===== src/sts_pkg.sv =====
// Shared types and constants for the sorted table binary search unit.
// No dependencies.
package sts_pkg;

    localparam int POS_W   = 6;
    localparam int VALUE_W = 32;
    localparam int COUNT_W = 7;
    localparam int APB_AW  = 3;
    localparam int APB_DW  = 32;

    // item kinds carried on tuser
    localparam logic OP_WRITE  = 1'b0;
    localparam logic OP_SEARCH = 1'b1;

    // register word index (paddr[2])
    localparam logic REG_ENTRY_COUNT = 1'b0;

    typedef logic signed [VALUE_W-1:0] value_t;

endpackage


===== src/sts_table.sv =====
// Entry table storage: one write port, one registered read port.
// Depends on sts_pkg.
module sts_table
    import sts_pkg::*;
#(
    parameter int DEPTH  = 64,
    parameter int ADDR_W = 6
)
(
    input  logic              clk,
    input  logic              wr_en,
    input  logic [ADDR_W-1:0] wr_addr,
    input  value_t            wr_data,
    input  logic [ADDR_W-1:0] rd_addr,
    output value_t            rd_data
);

    value_t mem [DEPTH];
    value_t rd_data_reg;

    always_ff @(posedge clk)
    begin
        if (wr_en)
        begin
            mem[wr_addr] <= wr_data;
        end
        rd_data_reg <= mem[rd_addr];
    end

    assign rd_data = rd_data_reg;

endmodule


===== src/sorted_table_binary_search_unit.sv =====
// Sorted table binary search unit, top level.
// Depends on sts_pkg and sts_table.
//
// Usage:
//   Input items arrive on s_axis_*: tuser is the kind (0 write, 1 search),
//   tdata holds position and value. A write stores value at position and
//   gives no result; positions at or beyond TABLE_DEPTH are dropped.
//   A search does a binary search for value over the first entry_count
//   entries (capped at TABLE_DEPTH) and returns one item on m_axis_*:
//   tuser is found, tdata the matching position (0 when not found).
//   entry_count is set through the APB port at address 0.
// Timing:
//   One probe of the table RAM per cycle; the registered RAM read sets the
//   pace. A search over n entries takes up to floor(log2 n)+1 probes, so
//   s_axis_tready is low from when a search is taken until its result is
//   loaded into the output register, including any wait for that register.
// Reset:
//   rst_n clears the sequencer, output valid and entry_count; the table
//   contents are undefined until written.
// Stall:
//   A pending result is held until m_axis_tready. New items are still taken
//   meanwhile; a finished search waits in its final state until the output
//   register frees.
module sorted_table_binary_search_unit
    import sts_pkg::*;
#(
    parameter int TABLE_DEPTH = 64
)
(
    input  logic                clk,
    input  logic                rst_n,

    input  logic                s_axis_tvalid,
    output logic                s_axis_tready,
    input  logic [39:0]         s_axis_tdata,   // [5:0] position, [37:6] value, [39:38] zero
    input  logic                s_axis_tuser,   // [0] opcode

    output logic                m_axis_tvalid,
    input  logic                m_axis_tready,
    output logic [7:0]          m_axis_tdata,   // [5:0] match_position, [7:6] zero
    output logic                m_axis_tuser,   // [0] found

    input  logic                psel,
    input  logic                penable,
    input  logic                pwrite,
    input  logic [APB_AW-1:0]   paddr,
    input  logic [APB_DW-1:0]   pwdata,
    output logic [APB_DW-1:0]   prdata,
    output logic                pready
);

    localparam int ADDR_W = (TABLE_DEPTH > 1) ? $clog2(TABLE_DEPTH) : 1;
    localparam int IW     = $clog2(TABLE_DEPTH + 1);

    typedef enum logic [1:0] {
        ST_IDLE,
        ST_PROBE,
        ST_EMIT
    } state_t;

    state_t              state_reg, state_next;
    logic [IW-1:0]       lo_reg, lo_next;
    logic [IW-1:0]       hp1_reg, hp1_next;      // high bound + 1
    logic [ADDR_W-1:0]   mid_reg, mid_next;
    value_t              key_reg, key_next;
    logic                hit_reg, hit_next;
    logic [POS_W-1:0]    res_pos_reg, res_pos_next;
    logic                m_valid_reg, m_valid_next;
    logic                m_found_reg, m_found_next;
    logic [POS_W-1:0]    m_pos_reg, m_pos_next;
    logic [COUNT_W-1:0]  entry_count_reg;

    logic [POS_W-1:0]    in_pos;
    value_t              in_value;
    logic                in_take;
    logic                tbl_wr_en;
    logic [ADDR_W-1:0]   rd_addr;
    value_t              rd_data;
    logic [IW-1:0]       eff_count;
    logic [ADDR_W-1:0]   mid_first;
    logic [IW:0]         mid_sum;
    logic                probe_eq;
    logic                probe_gt;
    logic                cfg_wr;

    assign in_pos   = s_axis_tdata[POS_W-1:0];
    assign in_value = value_t'(s_axis_tdata[POS_W+VALUE_W-1:POS_W]);
    assign in_take  = s_axis_tvalid && s_axis_tready;

    // configuration
    assign pready = 1'b1;
    assign cfg_wr = psel && penable && pwrite && pready && (paddr[2] == REG_ENTRY_COUNT);

    always_ff @(posedge clk or negedge rst_n)
    begin
        if (!rst_n)
        begin
            entry_count_reg <= '0;
        end
        else if (cfg_wr)
        begin
            entry_count_reg <= pwdata[COUNT_W-1:0];
        end
    end

    always_comb
    begin
        prdata = '0;
        if (paddr[2] == REG_ENTRY_COUNT)
        begin
            prdata = APB_DW'(entry_count_reg);
        end
    end

    assign eff_count = (32'(entry_count_reg) > 32'(TABLE_DEPTH))
                       ? IW'(TABLE_DEPTH) : IW'(entry_count_reg);
    assign mid_first = ADDR_W'((eff_count - IW'(1)) >> 1);

    // table
    assign tbl_wr_en = in_take && (s_axis_tuser == OP_WRITE)
                       && (32'(in_pos) < 32'(TABLE_DEPTH));

    sts_table #(
        .DEPTH  (TABLE_DEPTH),
        .ADDR_W (ADDR_W)
    ) u_table (
        .clk     (clk),
        .wr_en   (tbl_wr_en),
        .wr_addr (ADDR_W'(in_pos)),
        .wr_data (in_value),
        .rd_addr (rd_addr),
        .rd_data (rd_data)
    );

    assign probe_eq = (rd_data == key_reg);
    assign probe_gt = (rd_data > key_reg);

    assign s_axis_tready = (state_reg == ST_IDLE);

    always_comb
    begin
        state_next   = state_reg;
        lo_next      = lo_reg;
        hp1_next     = hp1_reg;
        mid_next     = mid_reg;
        key_next     = key_reg;
        hit_next     = hit_reg;
        res_pos_next = res_pos_reg;
        m_valid_next = m_valid_reg;
        m_found_next = m_found_reg;
        m_pos_next   = m_pos_reg;
        rd_addr      = mid_first;
        mid_sum      = '0;

        if (m_valid_reg && m_axis_tready)
        begin
            m_valid_next = 1'b0;
        end

        case (state_reg)
            ST_IDLE:
            begin
                if (in_take && (s_axis_tuser == OP_SEARCH))
                begin
                    key_next     = in_value;
                    lo_next      = '0;
                    hp1_next     = eff_count;
                    mid_next     = mid_first;
                    hit_next     = 1'b0;
                    res_pos_next = '0;
                    state_next   = (eff_count == '0) ? ST_EMIT : ST_PROBE;
                end
            end
            ST_PROBE:
            begin
                if (probe_eq)
                begin
                    hit_next     = 1'b1;
                    res_pos_next = POS_W'(mid_reg);
                    state_next   = ST_EMIT;
                end
                else
                begin
                    if (probe_gt)
                    begin
                        hp1_next = IW'(mid_reg);
                    end
                    else
                    begin
                        lo_next = IW'(mid_reg) + IW'(1);
                    end
                    mid_sum  = (IW+1)'(lo_next) + (IW+1)'(hp1_next) - (IW+1)'(1);
                    mid_next = ADDR_W'(mid_sum >> 1);
                    rd_addr  = mid_next;
                    if (lo_next >= hp1_next)
                    begin
                        state_next = ST_EMIT;
                    end
                end
            end
            ST_EMIT:
            begin
                if (!m_valid_reg || m_axis_tready)
                begin
                    m_valid_next = 1'b1;
                    m_found_next = hit_reg;
                    m_pos_next   = res_pos_reg;
                    state_next   = ST_IDLE;
                end
            end
            default:
            begin
                state_next = ST_IDLE;
            end
        endcase
    end

    always_ff @(posedge clk or negedge rst_n)
    begin
        if (!rst_n)
        begin
            state_reg   <= ST_IDLE;
            lo_reg      <= '0;
            hp1_reg     <= '0;
            hit_reg     <= 1'b0;
            m_valid_reg <= 1'b0;
        end
        else
        begin
            state_reg   <= state_next;
            lo_reg      <= lo_next;
            hp1_reg     <= hp1_next;
            hit_reg     <= hit_next;
            m_valid_reg <= m_valid_next;
        end
    end

    always_ff @(posedge clk)
    begin
        mid_reg     <= mid_next;
        key_reg     <= key_next;
        res_pos_reg <= res_pos_next;
        m_found_reg <= m_found_next;
        m_pos_reg   <= m_pos_next;
    end

    assign m_axis_tvalid = m_valid_reg;
    assign m_axis_tuser  = m_found_reg;
    assign m_axis_tdata  = {2'b00, m_pos_reg};

`ifndef SYNTHESIS
    a_probe_window: assert property (@(posedge clk) disable iff (!rst_n)
        (state_reg == ST_PROBE) |-> (lo_reg < hp1_reg))
        else $error("probe with empty search window");

    a_probe_bound: assert property (@(posedge clk) disable iff (!rst_n)
        (state_reg == ST_PROBE) |-> (hp1_reg <= eff_count))
        else $error("search window beyond entry count");

    a_empty_search: assert property (@(posedge clk) disable iff (!rst_n)
        (in_take && (s_axis_tuser == OP_SEARCH) && (eff_count == '0))
        |=> (state_reg == ST_EMIT) && !hit_reg)
        else $error("empty search did not finish at once");

    a_miss_pos_zero: assert property (@(posedge clk) disable iff (!rst_n)
        (m_axis_tvalid && !m_axis_tuser) |-> (m_axis_tdata == '0))
        else $error("miss result with nonzero position");

    a_hit_in_range: assert property (@(posedge clk) disable iff (!rst_n)
        (state_reg == ST_EMIT && hit_reg) |-> (32'(res_pos_reg) < 32'(eff_count)))
        else $error("hit position outside searched range");
`endif

endmodule

===== config.mk =====
export PLATFORM = sky130hd
export DESIGN_NAME = sorted_table_binary_search_unit
export DESIGN_NICKNAME = d
export VERILOG_FILES = /design/src/sts_pkg.sv /design/src/sts_table.sv /design/src/sorted_table_binary_search_unit.sv
export SDC_FILE = /design/constraint.sdc
export NUM_CORES = 2
export LEC_CHECK = 0
export ABC_AREA = 0
export ABC_CLOCK_PERIOD_IN_PS = 10200
export BUFFER_PORTS_ARGS = -buffer_cell sky130_fd_sc_hd__buf_2
export CAP_MARGIN = 5
export CORE_UTILIZATION = 36
export CTS_CLUSTER_SIZE = 28
export DETAILED_ROUTE_END_ITERATION = 10
export HOLD_SLACK_MARGIN = 0.08
export PLACE_DENSITY = 0.6
export SLEW_MARGIN = 20
export SYNTH_ARGS = -nofsm -noshare
export SYNTH_HDL_FRONTEND = slang
export SYNTH_HIERARCHICAL = 1
export SYNTH_SLANG_ARGS = --single-unit
export TNS_END_PERCENT = 5

===== constraint.sdc =====
create_clock -name clk -period 10.2 [get_ports clk]
set_input_delay 0.51 -clock clk [delete_from_list [all_inputs] [get_ports clk]]
set_output_delay 0.51 -clock clk [all_outputs]
set_load 0.02 [all_outputs]

==> impl_metrics.ini <==
[outcome]
status = finished clean

[final_layout]
layout.nets = 4138
ff_latch_area_sq_um = 64300
layout-drive-gt1-share_pct = 27.05
multiInputGateArea_sq_um = 18270
fill_cells = 20048
largest_register_ffs = 2048
areaGrowthSynthToFinish_pct = 13.80

[die]
num_rows = 176
io_pins = 127
fp.dieW_um = 482.8
dieArea_sq_um = 233100
start_util_pct = 36.21
coreArea_sq_um = 229900
die_h_um = 482.8

[clock_network]
clkSinkCount = 2156
clock-root-buffer = clkbuf_16
cts_buffer_depth = 3
cts_made_buffers = 206
cts.htree.levels = 4
cts_tree = built
clock_latency_ns = 0.85
clk_pin_slew_worst_paths_ns = 0.06

[run]
drv_cap = 0

[worst_setup_path]
crit_path_max_fanout = 37
crit_path_top_delay_cell = nor3_1
cp.arrival_ns = 8.64
cp-start-kind = flip-flop
cpPeakStageDelay_ns = 0.77
cp_top_family = simple AND/OR/NAND/NOR gates
crit_buf_inv = 3
path_cells = inv_1 -> ha_1 -> nand4_1 -> nor2_1 -> nand4_1 -> nor3_1 -> nor4_1 -> a21oi_4 -> mux2i_1 -> ha_1 -> ha_1 -> nor2_1 -> a21oi_4 -> buf_4 -> buf_4 -> mux4_2 -> mux4_2 -> o22ai_1 -> nor2_1
critPathCaptureType = flip-flop
path_class = reg2reg
crit_required_ns = 10.89

[power]
p_seq_share_pct = 31.6
power_density_nw_per_um2 = 334.4
power_switching_share_pct = 36.92
cellLeakagePower_nw = 30.01
switchingPower_mw = 11.69
internal-power_mw = 19.98
p_comb_share_pct = 44.8
power_frac_clock_pct = 23.5
vdd_drop_max_v = 0.0003534

[place]
place_congestion = 0.8730
port_buffers = 69
hpwl_mm = 108.0

[timing]
fmax_mhz = 125.8
report.final.slew_viol_count = 0
hold_viol_final = 0
fin_crit_sh_pct = 77.91
fin_skew_ns = 0.05283
fin_crit_ns = 7.947
max_slew_margin_pct = 16.32
holdWs_ns = 0.2646
timing.setup.tns_ns = 0
tightest_slew_ns = 1.251
setup_viol = 0
rsz0062_at_grt = no

[logic_synthesis]
ys_seq_area_share_pct = 77.25
synthTopCellsByArea = edfxtp_1, mux4_2, mux2i_1
synth-simple-area-share_pct = 1.891
avgSynthCellArea_sq_um = 22.11
ys_async_sr_fraction_pct = 1.160
syn_area_sq_um = 83240
synthCells = 3765
yosys.area.top_type = edfxtp_1
synthFlopType = edfxtp_1
ys_warn_count = 6
synth.area.mux_share_pct = 16.10
synth_top_area_share_pct = 75.72
ys_ff_latch = 2156
synth_edf_count = 2099
synth_xor_area_share_pct = 0.1368
synth_compound_area_share_pct = 2.232
synthAdderAreaFrac_pct = 0.8087
yosysUniqueCellTypes = 61
synth_top_family_by_area = multiplexers

[routing]
wire_per_inst_um = 28.56
vias = 39185
drc_errors = 0
totalWireLength_mm = 206.0
dr.pass1.iters = 5
avgViaCountPerCell = 5.433
drt_iter0_drc = 4105
ant_nets = 0

[grt]
grt_first_pass_wirelength_mm = 292.9
grt_max_degree = 104
grt_usage_pct = 17.73
antenna_found_initial = 19
grt_pass1_vias = 40008
overflow = 0

[worst_hold_path]
hp-class = in2async
## stage by stage
stage	setup WS (ns)	cells	utilization, %	power, mW	instance area [sq um]
after floorplan	4.608	3791	-	19.61	83330
after global placement	2.552	6811	38.30	24.48	88050
after detailed placement	2.332	6811	38.30	24.53	88050
after CTS	2.340	7203	41.19	31.97	94700
after global routing	1.871	7206	41.19	32.97	94710
final	2.253	7213	41.20	31.67	94720
## path summary, 6_finish.rpt
check / start / endpoint / slack [ns] / cells after the start
setup / recovery: key_reg[31] / u_table/rd_data[12] / 2.25 / 19
hold / removal: rst_n / entry_count_reg[0] / 0.26 / 2
setup reg to reg: key_reg[31] / u_table/rd_data[12] / 2.25 / 19
hold reg to reg: res_pos_reg[3] / m_pos_reg[3] / 0.42 / 0
max in group asynchronous: rst_n / hp1_reg[6] / 9.53 / 2
min in group clk: s_axis_tdata[12] / u_table/mem[18][6] / 0.32 / 2
## cell usage after synthesis, drive strengths merged, types with 2 or more instances
library cell / count
or3b: 5
inv: 53
and3: 8
xor2: 5
dfxtp: 32
nand4b: 2
nand4: 10
conb: 2
clkbuf: 78
a22o: 7
a311oi: 8
a21oi: 90
nor4: 3
a22oi: 12
o32ai: 4
nor3: 12
edfxtp: 2099
buf: 137
dfrtp: 25
a41o: 4
a211o: 2
a31oi: 4
nor2b: 26
nand2: 47
mux2i: 101
mux4: 544
a221o: 7
o22ai: 86
ha: 53
xnor2: 8
nand3: 16
nand2b: 15
nor2: 164
nand3b: 5
a21o: 10
or3: 5
or2: 3
and2: 13
mux2: 12
a221oi: 2
o21ai: 12
o221ai: 27
## cell usage in the layout (no fill, tap or decap), drive strengths merged, types with 9 or more instances in the layout
master       count
a21o            10
a21oi           90
a22oi           12
and2            13
buf            209
bufinv          17
clkbuf         253
clkinv         106
conb            28
dfrtp           25
dfxtp           32
diode           10
dlygate4sd3      9
edfxtp        2099
ha              53
inv             57
mux2            12
mux2i          101
mux4           544
nand2           47
nand2b          15
nand3           16
nand4           10
nor2           164
nor2b           26
nor3            12
o21ai           12
o221ai          27
o22ai           86
## worst reg2reg max path: cells and delay by family, from the launching register on
kind | cells | cell delay [ns]
and+or+nand+nor | 7 | 1.86
AOI/OAI and AO/OA | 3 | 1.75
muxes | 3 | 1.57
buffers and inverters | 3 | 1.25
adders and majority gates | 3 | 1.08
DFF | 1 | 0.32
## cell families (layout without fill, tap and decap cells)
family          Yosys count  count (layout)
xor+xnor                 13              13
other cells               2              38
compound gates          280             280
flops                  2156            2156
mux                     657             657
simple gates            335             335
buf+inv                 268             654
fa+ha+maj                54              54
## power groups by stage
stage               combinational (mW)  sequential [mW]  clock (mW)
floorplan                         9.42             10.2           0
global placement                  14.3             10.2           0
detailed placement                14.3             10.2           0
CTS                               14.4             10.0        7.59
global route                      15.0             10.0        7.93
finish                            14.2             10.0        7.45
## metal layers
layer	wire (um)	GRT usage, %
met1	84440	23.76
met2	101100	29.09
met3	15580	3.975
met4	4781	4.833
met5	44	0
## repair_timing
item                      in CTS  in global routing
hold endpoints to repair      34                  0
buffers inserted               0                  0
resized for setup              0                  0
hold buffers                   9                  0
## area by class of cell
type,instances,share of cell area (%)
Antenna cell,10,0.02642
Tap cell,3026,3.997
Sequential cell,2156,67.88
Inverter,53,0.2100
Clock inverter,130,1.252
Timing Repair Buffer,218,1.675
Multi-Input combinational cell,1367,19.29
Clock buffer,253,5.673
(Power assumes the default switching activity.)
